<file path="config.mk">
export PLATFORM = sky130hd
export DESIGN_NAME = grac_ctrl
export DESIGN_NICKNAME = d
export VERILOG_FILES = /design/src/rtl/grac_pkg.sv /design/src/rtl/grac_ctrl.sv
export SDC_FILE = /design/constraint.sdc
export NUM_CORES = 1
export LEC_CHECK = 0
export ABC_CLOCK_PERIOD_IN_PS = 1750
export BUFFER_PORTS_ARGS = -buffer_cell sky130_fd_sc_hd__buf_2
export CORE_AREA = 5 5 42 44
export DETAILED_ROUTE_END_ITERATION = 6
export DIE_AREA = 0 0 47 49
export PLACE_DENSITY = 0.53
export SYNTH_ARGS = -nofsm -noshare
export SYNTH_HDL_FRONTEND = slang
export SYNTH_SLANG_ARGS = --single-unit
export TNS_END_PERCENT = 1
</file>
<file path="constraint.sdc">
create_clock -name clk -period 1.75 [get_ports clk]
set_input_delay 0 -clock clk [delete_from_list [all_inputs] [get_ports clk]]
set_output_delay 0 -clock clk [all_outputs]
set_load 0.05 [all_outputs]
</file>
<file path="src/rtl/grac_pkg.sv">
// Shared types, constants and control structs for the clipped grid rectangle adder.
package grac_pkg;

    localparam int COORD_W    = 16;
    localparam int VALUE_W    = 32;
    localparam int CNT_W      = 7;
    localparam int FUNC_W     = 2;
    localparam int STATUS_W   = 2;
    localparam int CFG_IDX_W  = 1;
    localparam int CFG_DATA_W = 7;

    localparam int MAX_ROWS_DEF = 64;
    localparam int MAX_COLS_DEF = 64;

    localparam logic [CNT_W-1:0] COUNT_RESET = 7'd64;

    localparam logic [CFG_IDX_W-1:0] CFG_ROW_COUNT = 1'd0;
    localparam logic [CFG_IDX_W-1:0] CFG_COL_COUNT = 1'd1;

    localparam logic [STATUS_W-1:0] STATUS_OK    = 2'd0;
    localparam logic [STATUS_W-1:0] STATUS_SKIP  = 2'd1;
    localparam logic [STATUS_W-1:0] STATUS_RANGE = 2'd2;

    typedef enum logic [FUNC_W-1:0] {
        FUNC_LOAD = 2'd0,
        FUNC_RECT = 2'd1,
        FUNC_READ = 2'd2,
        FUNC_MAX  = 2'd3
    } func_t;

    typedef enum logic [1:0] {
        RES_NONE = 2'd0,
        RES_CELL = 2'd1,
        RES_MAX  = 2'd2
    } res_kind_t;

    // controller -> datapath
    typedef struct packed {
        logic                capture;
        logic                decode;
        logic                load;
        logic                step;
        logic                finish;
        res_kind_t           res_kind;
        logic [STATUS_W-1:0] status;
    } ctrl_cmd_t;

    // datapath -> controller
    typedef struct packed {
        func_t func;
        logic  in_grid;
        logic  skip;
        logic  empty;
        logic  scan_last;
        logic  pipe_busy;
    } dp_stat_t;

endpackage

</file>
<file path="src/rtl/grac_ctrl.sv">
// Request sequencer: decodes each request and steps the datapath through it.
module grac_ctrl (
    input  logic                 clk,
    input  logic                 rst_n,
    input  logic                 start,
    output logic                 busy,
    output logic                 done,
    input  grac_pkg::dp_stat_t   stat,
    output grac_pkg::ctrl_cmd_t  cmd
);

    typedef enum logic [2:0] {
        S_IDLE,
        S_DECODE,
        S_CLASSIFY,
        S_SCAN,
        S_DRAIN,
        S_READ_WAIT
    } state_t;

    state_t state_reg;
    state_t state_next;
    logic   done_reg;
    logic   done_next;

    assign busy = (state_reg != S_IDLE);
    assign done = done_reg;

    always_comb
    begin
        cmd          = '0;
        cmd.res_kind = grac_pkg::RES_NONE;
        cmd.status   = grac_pkg::STATUS_OK;
        state_next   = state_reg;
        done_next    = 1'b0;
        case (state_reg)
            S_IDLE:
            begin
                if (start)
                begin
                    cmd.capture = 1'b1;
                    state_next  = S_DECODE;
                end
            end
            S_DECODE:
            begin
                cmd.decode = 1'b1;
                state_next = S_CLASSIFY;
            end
            S_CLASSIFY:
            begin
                case (stat.func)
                    grac_pkg::FUNC_LOAD:
                    begin
                        cmd.load   = stat.in_grid;
                        cmd.finish = 1'b1;
                        cmd.status = stat.in_grid ? grac_pkg::STATUS_OK
                                                  : grac_pkg::STATUS_RANGE;
                        done_next  = 1'b1;
                        state_next = S_IDLE;
                    end
                    grac_pkg::FUNC_RECT:
                    begin
                        if (stat.skip || stat.empty)
                        begin
                            cmd.finish = 1'b1;
                            cmd.status = stat.skip ? grac_pkg::STATUS_SKIP
                                                   : grac_pkg::STATUS_OK;
                            done_next  = 1'b1;
                            state_next = S_IDLE;
                        end
                        else
                        begin
                            state_next = S_SCAN;
                        end
                    end
                    grac_pkg::FUNC_READ:
                    begin
                        if (stat.in_grid)
                        begin
                            state_next = S_READ_WAIT;
                        end
                        else
                        begin
                            cmd.finish = 1'b1;
                            cmd.status = grac_pkg::STATUS_RANGE;
                            done_next  = 1'b1;
                            state_next = S_IDLE;
                        end
                    end
                    default:
                    begin
                        // largest change; an empty grid reports zero
                        if (stat.empty)
                        begin
                            cmd.finish = 1'b1;
                            done_next  = 1'b1;
                            state_next = S_IDLE;
                        end
                        else
                        begin
                            state_next = S_SCAN;
                        end
                    end
                endcase
            end
            S_SCAN:
            begin
                cmd.step = 1'b1;
                if (stat.scan_last)
                begin
                    state_next = S_DRAIN;
                end
            end
            S_DRAIN:
            begin
                if (!stat.pipe_busy)
                begin
                    cmd.finish   = 1'b1;
                    cmd.res_kind = (stat.func == grac_pkg::FUNC_MAX) ? grac_pkg::RES_MAX
                                                                     : grac_pkg::RES_NONE;
                    done_next    = 1'b1;
                    state_next   = S_IDLE;
                end
            end
            S_READ_WAIT:
            begin
                cmd.finish   = 1'b1;
                cmd.res_kind = grac_pkg::RES_CELL;
                done_next    = 1'b1;
                state_next   = S_IDLE;
            end
            default:
            begin
                state_next = S_IDLE;
            end
        endcase
    end

    always_ff @(posedge clk or negedge rst_n)
    begin
        if (!rst_n)
        begin
            state_reg <= S_IDLE;
            done_reg  <= 1'b0;
        end
        else
        begin
            state_reg <= state_next;
            done_reg  <= done_next;
        end
    end

endmodule

</file>
==> metrics.yaml, run 1 <==
run_status:
  status: "finished, final reports clean"
clock_network:
  cts.sinks: 4
  post_cts_buffers: 0
  cts_buffers: 3
  path_clk_slew_ps: 30
  cts.root.buffer_cell: "clkbuf_4"
  h-tree-depth: 1
  cts_resized: 0
  cts_tree: "done"
  clk_latency_ps: 230
  cts.path.max_buffers: 2
sta:
  finalMaxSlewViolations: 0
  slew-limit-headroom_pct: 81.7
  rsz0062_at_grt: "false"
  setup_violations: 0
  min_period_over_period_pct: 89.2
  finalHoldViolCount: 0
  max_freq_ghz: 0.641
  whs_ps: 103
  fin_crit_ps: 1560
  worst_slew_pin_slew_ps: 274
  finalClockSkew_ps: 1.39
placed_design:
  dpl.hpwl_microns: 697
  dp.cells: 77
  io_buffers: 20
  gp_congestion: 0.741
global_routing:
  antenna_found_initial: 0
  grtUsageTotal_pct: 8.40
  grt_pass1_wl_microns: 1440
  grt_max_degree: 9
  grt-ovfl-total: 0
  grt_pass1_vias: 370
detailed_routing:
  wl_per_cell_microns: 10.1
  drcViolationCount: 0
  via_per_inst: 4.56
  drt-initial-drc-count: 9
  vias: 374
  ant_nets: 0
  dr.pass1.iters: 5
  drt_wl_total_microns: 832
floorplan:
  dieArea_sq_mm: 0.00230
  fp.dieW_microns: 47
  dieHeight_microns: 49
  design.core.area_sq_mm: 0.00140
  pin_count: 21
  start_util_pct: 21.6
  rows: 14
synth:
  syn_avg_cell_area_sq_um: 7.21
  synth_cell_types: 20
  synthCells: 42
  synth_seq_cells: 4
  netlist_area_sq_um: 303
  seq_area_frac_synth_pct: 33.1
  syn_nets: 52
  ys_warn_count: 0
pwr:
  p_seq_share_pct: 22.6
  p_switching_w: 0.000494
  peakVddDrop_mv: 0.723
  clockPowerShare_pct: 12.9
  combPwrFrac_pct: 64.4
  cellPowerDensity_mw_per_mm2: 1790
  internal-power_w: 0.000337
  leakage_nw: 0.249
  p_sw_share_pct: 59.5
worst_setup_path:
  arrival_ps: 1560
  crit_cells: 4
  critical_path_class: "register to output port"
  path_delay_family: "simple AND/OR/NAND/NOR gates"
  cp-start-kind: "register"
  crit_end: "cmd[6]"
  crit_fanout: 8
  cp_slowest_stage_delay_ps: 450
  r2r_cells: 4
  cp_slowest_cell: "dfrtp_1"
  crit_required_ps: 1750
  endpoint_kind: "output port"
  cp_cell_sequence: "nor2_1, nand2_1, nor3b_1, buf_2"
  worst-path-buf-inv: 1
  r2r-start: "state_reg[1]"
  crit_path_start: "state_reg[0]"
  r2r_end: "state_reg[2]"
  reg2reg_slack_ps: 590
run:
  maxCapViolCount: 0
final_layout:
  nFillCells: 168
  area_delta_synth_final_pct: 53.3
  n_antenna_cell: 0
  final_cells: 82
  largest_reg_flops: 3
  nets: 78
  drive_above_1_share_pct: 40.9
hold_path:
  hp-class: "input port to async pin"
[worst reg2reg max path: cells and delay by family, from the launching register on]
kind	cells	cell delay (ps)
flops	1	460
compound gates	2	360
buf+inv	1	140
simple gates	1	120
[per-stage QoR]
step           setup WS, ps  setup TNS, ps  area (sq um)  utilization [%]  total power (W)
2_1_floorplan          -180           -362           309                -         0.000612
3_3_place_gp            453              0           422             30.1         0.000730
3_5_place_dp            437              0           422             30.1         0.000726
4_1_cts                 181              0           464             33.1         0.000845
5_1_grt                52.8              0           464             33.1         0.000892
6_report                189              0           464             33.1         0.000831
[cells by family (layout without fill, tap and decap cells)]
logic type             Yosys count  after routing  share of synthesized area, %
AND/OR/NAND/NOR                 21             21                          33.1
AO/OA/AOI/OAI                   11             11                          25.2
buffers and inverters            6             30                          8.68
flip-flops                       4              4                          33.1
[placed cells by master (no fill, tap or decap), drive strengths merged]
master and instances:
a2111oi 1, a21o 1, a21oi 3, and3 1, buf 20, clkbuf 3, dfrtp 4, dlygate4sd3 2
inv 5, nand2 7, nand2b 2, nand3 1, nor2 5, nor2b 1, nor3 2, nor3b 1
nor4 1, o21ai 3, o22a 1, o22ai 1, o32ai 1
[synth_stat cells]
library cell  instances  area [sq um]
nand3_1               1          5.00
o32ai_1               1          8.76
a2111oi_2             1          15.0
o22ai_1               1          6.26
inv_2                 1          3.75
inv_1                 4          15.0
a21oi_1               3          15.0
nor2b_1               1          6.26
a21o_1                1          7.51
nor3b_1               1          7.51
nor4_1                1          6.26
o21ai_0               3          15.0
nand2_1               7          26.3
dfrtp_1               4           100
o22a_1                1          8.76
buf_4                 1          7.51
nor3_1                2          10.0
and3_2                1          7.51
nor2_1                5          18.8
nand2b_1              2          12.5
[routing by layer]
| metal | vias up | wire length [microns] | track usage [%] |
|---|---|---|---|
| met5 | - | 0 | 0 |
| met4 | 0 | 0 | 5.53 |
| met3 | 0 | 68 | 1.11 |
| met2 | 17 | 393 | 12.4 |
| met1 | 165 | 370 | 10.9 |
| li1 | 192 | - | - |
[power by group through the flow]
| stage | Clock (W) | Sequential (W) | Combinational [W] |
|---|---|---|---|
| 2_1_floorplan | 0 | 0.000216 | 0.000397 |
| 3_3_place_gp | 0 | 0.000190 | 0.000540 |
| 3_5_place_dp | 0 | 0.000188 | 0.000538 |
| 4_1_cts | 0.000116 | 0.000186 | 0.000543 |
| 5_1_grt | 0.000117 | 0.000195 | 0.000581 |
| 6_report | 0.000107 | 0.000188 | 0.000535 |
[area by class of cell]
| type | count | area [sq um] | area share, % |
|---|---|---|---|
| Timing Repair Buffer | 22 | 120 | 25.9 |
| Clock buffer | 3 | 22.5 | 4.85 |
| Sequential cell | 4 | 100 | 21.6 |
| Inverter | 5 | 18.8 | 4.04 |
| Multi-Input combinational cell | 32 | 183 | 39.4 |
| Tap cell | 16 | 20.0 | 4.31 |
[worst min-delay path by stage]
stage | startpoint | to | cells after the start
3_5_place_dp | rst_n | state_reg[0] | 1
6_report | rst_n | state_reg[2] | 2
3_3_place_gp | rst_n | state_reg[1] | 1
2_1_floorplan | rst_n | done | 0
4_1_cts | rst_n | state_reg[2] | 2
5_1_grt | rst_n | done | 2
[timing repair]
| action | CTS | global route |
|---|---|---|
| endpoints found under the hold margin | 5 | 0 |
| hold buffers | 2 | 0 |
| setup endpoints to repair | 0 | 0 |
No activity file was read; power rests on OpenSTA's default activity.
==> inputs of run 2 (changes only) <==
--- a/config.mk
+++ b/config.mk
@@ -5,12 +5,13 @@
 export SDC_FILE = /design/constraint.sdc
 export NUM_CORES = 1
 export LEC_CHECK = 0
+export ABC_AREA = 1
 export ABC_CLOCK_PERIOD_IN_PS = 1750
 export BUFFER_PORTS_ARGS = -buffer_cell sky130_fd_sc_hd__buf_2
 export CORE_AREA = 5 5 42 44
 export DETAILED_ROUTE_END_ITERATION = 6
 export DIE_AREA = 0 0 47 49
-export PLACE_DENSITY = 0.53
+export PLACE_DENSITY = 0.54
 export SYNTH_ARGS = -nofsm -noshare
 export SYNTH_HDL_FRONTEND = slang
 export SYNTH_SLANG_ARGS = --single-unit
==> metrics.yaml, run 2 <==
sta:
  min_period_over_period_pct: 86.1  # -3.2 points
  worst_slew_pin_slew_ps: 291  # +17.9 ps
  tns_ps: 0  # unchanged
  whs_ps: 54.6  # -48.6 ps
  setup_violations: 0  # unchanged
  rsz0062_at_grt: "false"
  finalMaxSlewViolations: 0  # unchanged
  worst_slack_ps: 244  # +55.3 ps
  max_freq_ghz: 0.664  # +3.7%
  finalHoldViolCount: 0  # unchanged
  finalClockSkew_ps: 2.96  # +1.56 ps
  slew-limit-headroom_pct: 80.4  # -1.3 points
  fin_crit_ps: 1510  # -55.3 ps
worst_setup_path:
  cp-start-kind: "register"
  reg2reg_slack_ps: 580  # about the same
  arrival_ps: 1510  # -50 ps
  cp_slowest_stage_delay_ps: 410  # -40 ps
  r2r_cells: 6  # +2
  r2r_end: "state_reg[0]"
  critical_path_class: "register to output port"
  crit_fanout: 4  # -4
  cp_cell_sequence: "inv_2, nand2_1, nor2_2, inv_2, o21ai_1, buf_2"
  endpoint_kind: "output port"
  cp_slowest_cell: "dfrtp_1"
  crit_required_ps: 1750  # about the same
  r2r-start: "state_reg[0]"
  path_common_cell: "inv_2"
  path_delay_family: "buffers and inverters"
  worst-path-buf-inv: 3  # +2
synth:
  synth_top_family_by_area: "simple AND/OR/NAND/NOR gates"
  synth-xor-area-share_pct: 0  # unchanged
  syn_nets: 60  # +15%
  synth_commonest_cells: "nand2_1, inv_1, nor2_1, dfrtp_1, nor3_1"
  seq_area_frac_synth_pct: 32.8  # -0.27 points
  synth-compound-area-share_pct: 9.43  # -16 points
  synth_seq_cells: 4  # unchanged
  yosys_most_used_dff: "dfrtp_1"
  syn_avg_cell_area_sq_um: 6.11  # -15%
  synthSimpleGateAreaFrac_pct: 43.0  # +10 points
  synthMuxAreaShare_pct: 0  # unchanged
  netlist_area_sq_um: 305  # +0.83%
  synth-async-reset-ratio_pct: 100  # unchanged
  ys_warn_count: 0  # unchanged
  synthTopCellsByArea: "dfrtp_1, nand2_1, inv_1, nor2_1, nor3_1"
  yosys.area_share.adder_pct: 0  # unchanged
  synth_edf_count: 0  # unchanged
  synth_most_common_cell: "nand2_1"
  synthDominantCellAreaShare_pct: 32.8  # -0.27 points
  synth_top_area_cell: "dfrtp_1"
  synthCells: 50  # +19%
  synth_cell_types: 15  # -25%
floorplan:
  pin_count: 21  # unchanged
  start_util_pct: 21.8  # +0.18 points
  rows: 14  # unchanged
  dieHeight_microns: 49  # unchanged
  fp.dieW_microns: 47  # unchanged
  dieArea_sq_mm: 0.00230  # unchanged
  design.core.area_sq_mm: 0.00140  # unchanged
clock_network:
  cts.root.buffer_cell: "clkbuf_4"
  h-tree-depth: 1  # unchanged
  cts_buffers: 3  # unchanged
  cts_tree: "done"
  cts.path.max_buffers: 2  # unchanged
  cts.sinks: 4  # unchanged
  path_clk_slew_ps: 40  # about the same
  clk_latency_ps: 240  # about the same
detailed_routing:
  drt_wl_total_microns: 858  # +3.1%
  via_per_inst: 4.30  # -5.6%
  dr.pass1.iters: 4  # -1
  drt-initial-drc-count: 11  # +2
  ant_nets: 0  # unchanged
  wl_per_cell_microns: 9.64  # -5.0%
  drcViolationCount: 0  # unchanged
  vias: 383  # +2.4%
hold_path:
  whs_path_depth: 4
  holdPathEnd: "state_reg[1]"
  hp-class: "input port to register"
  worstHoldStart: "stat[1]"
pwr:
  peakVddDrop_mv: 0.686  # -5.1%
  cellPowerDensity_mw_per_mm2: 1900  # +6.3%
  leakage_nw: 0.283  # +14%
final_layout:
  multi_input_area_sq_um: 166  # -8.9%
  final_common_cell: "buf_2"
  regArea_sq_um: 100  # unchanged
  n_antenna_cell: 0  # unchanged
  nFillCells: 162  # -3.6%
  drive_above_1_share_pct: 39.7  # -1.2 points
  design_area_sq_um: 457  # -1.6%
  largest_reg_flops: 3  # unchanged
  area_delta_synth_final_pct: 49.6
  nets: 85  # +9.0%
  final_util_pct: 32.6  # -0.54 points
  final_cell_mix: "buf_2, nand2_1, inv_1, nor2_1"
placed_design:
  io_buffers: 20  # unchanged
  dpl.hpwl_microns: 729  # +4.6%
  gp_congestion: 0.744  # +0.45%
  post_dp_cell_area_sq_um: 424  # +0.59%
  pre_cts_slack_ps: 479  # +42.9 ps
global_routing:
  antenna_found_initial: 0  # unchanged
  grt_max_degree: 6  # -3
  grt_pass1_vias: 345  # -6.8%
  grt_pass1_wl_microns: 1360  # -5.8%
  grtUsageTotal_pct: 8.32  # -0.082 points
  grt-ovfl-total: 0  # unchanged
run_status:
  status: "finished, final reports clean"
run:
  maxCapViolCount: 0  # unchanged
==> run 2: per-layer routing <==
| metal | vias to the layer above | wire (microns) | GRT usage (%) |
|---|---|---|---|
| li1 | 201 | - | - |
| met1 | 159 | 339 | 10.6 |
| met2 | 23 | 391 | 11.1 |
| met3 | 0 | 126 | 4.43 |
| met4 | 0 | 0 | 4.15 |
| met5 | - | 0 | 0 |
==> run 2: how the worst max path moves through the flow <==
| stage | from | cells after the start | end |
|---|---|---|---|
| 3_5_place_dp | state_reg[2] | 6 | cmd[4] |
| 4_1_cts | state_reg[2] | 6 | cmd[4] |
| 3_3_place_gp | state_reg[2] | 6 | cmd[4] |
| 5_1_grt | state_reg[2] | 6 | cmd[4] |
| 6_report | state_reg[2] | 6 | cmd[4] |
| 2_1_floorplan | state_reg[0] | 5 | cmd[4] |
==> run 2: logic make-up after synthesis <==
family,after synthesis
and+or+nand+nor,30
DFF,4
buffers and inverters,11
AOI/OAI and AO/OA,5
==> run 2: timing repair <==
item / CTS / global route
resized for setup: 0 / 0
hold buffers: 1 / 0
hold endpoints to repair: 4 / 0
setup buffers: 0 / 0
==> run 2: worst register-to-register path, stage by stage, from the launching register on <==
cell and delay (ps):
dfrtp_1 410, nor2_1 190, nand2_1 130, nor2_1 140, nor2_1 60, nand2_1 70, nand2_1 50
==> run 2: area by class of cell <==
cell class | instances | area share, %
well taps | 16 | 4.38
clock buffers | 3 | 4.93
inverters | 10 | 8.22
repair buffers | 21 | 24.1
multi-input cells | 35 | 36.4
flip-flops and latches | 4 | 21.9
==> run 2: report_power, final <==
part	internal (W)	switching, W	leakage [nW]
clock network	0.0000767	0.0000370	0.0138
logic	0.000134	0.000451	0.217
registers	0.000131	0.0000394	0.0519
total	0.000342	0.000527	0.283
==> run 2: through the flow <==
step	cells	power, W
CTS	89	0.000882
floorplan	50	0.000647
global placement	85	0.000756
detailed placement	85	0.000760
finish	89	0.000869
global route	89	0.000936
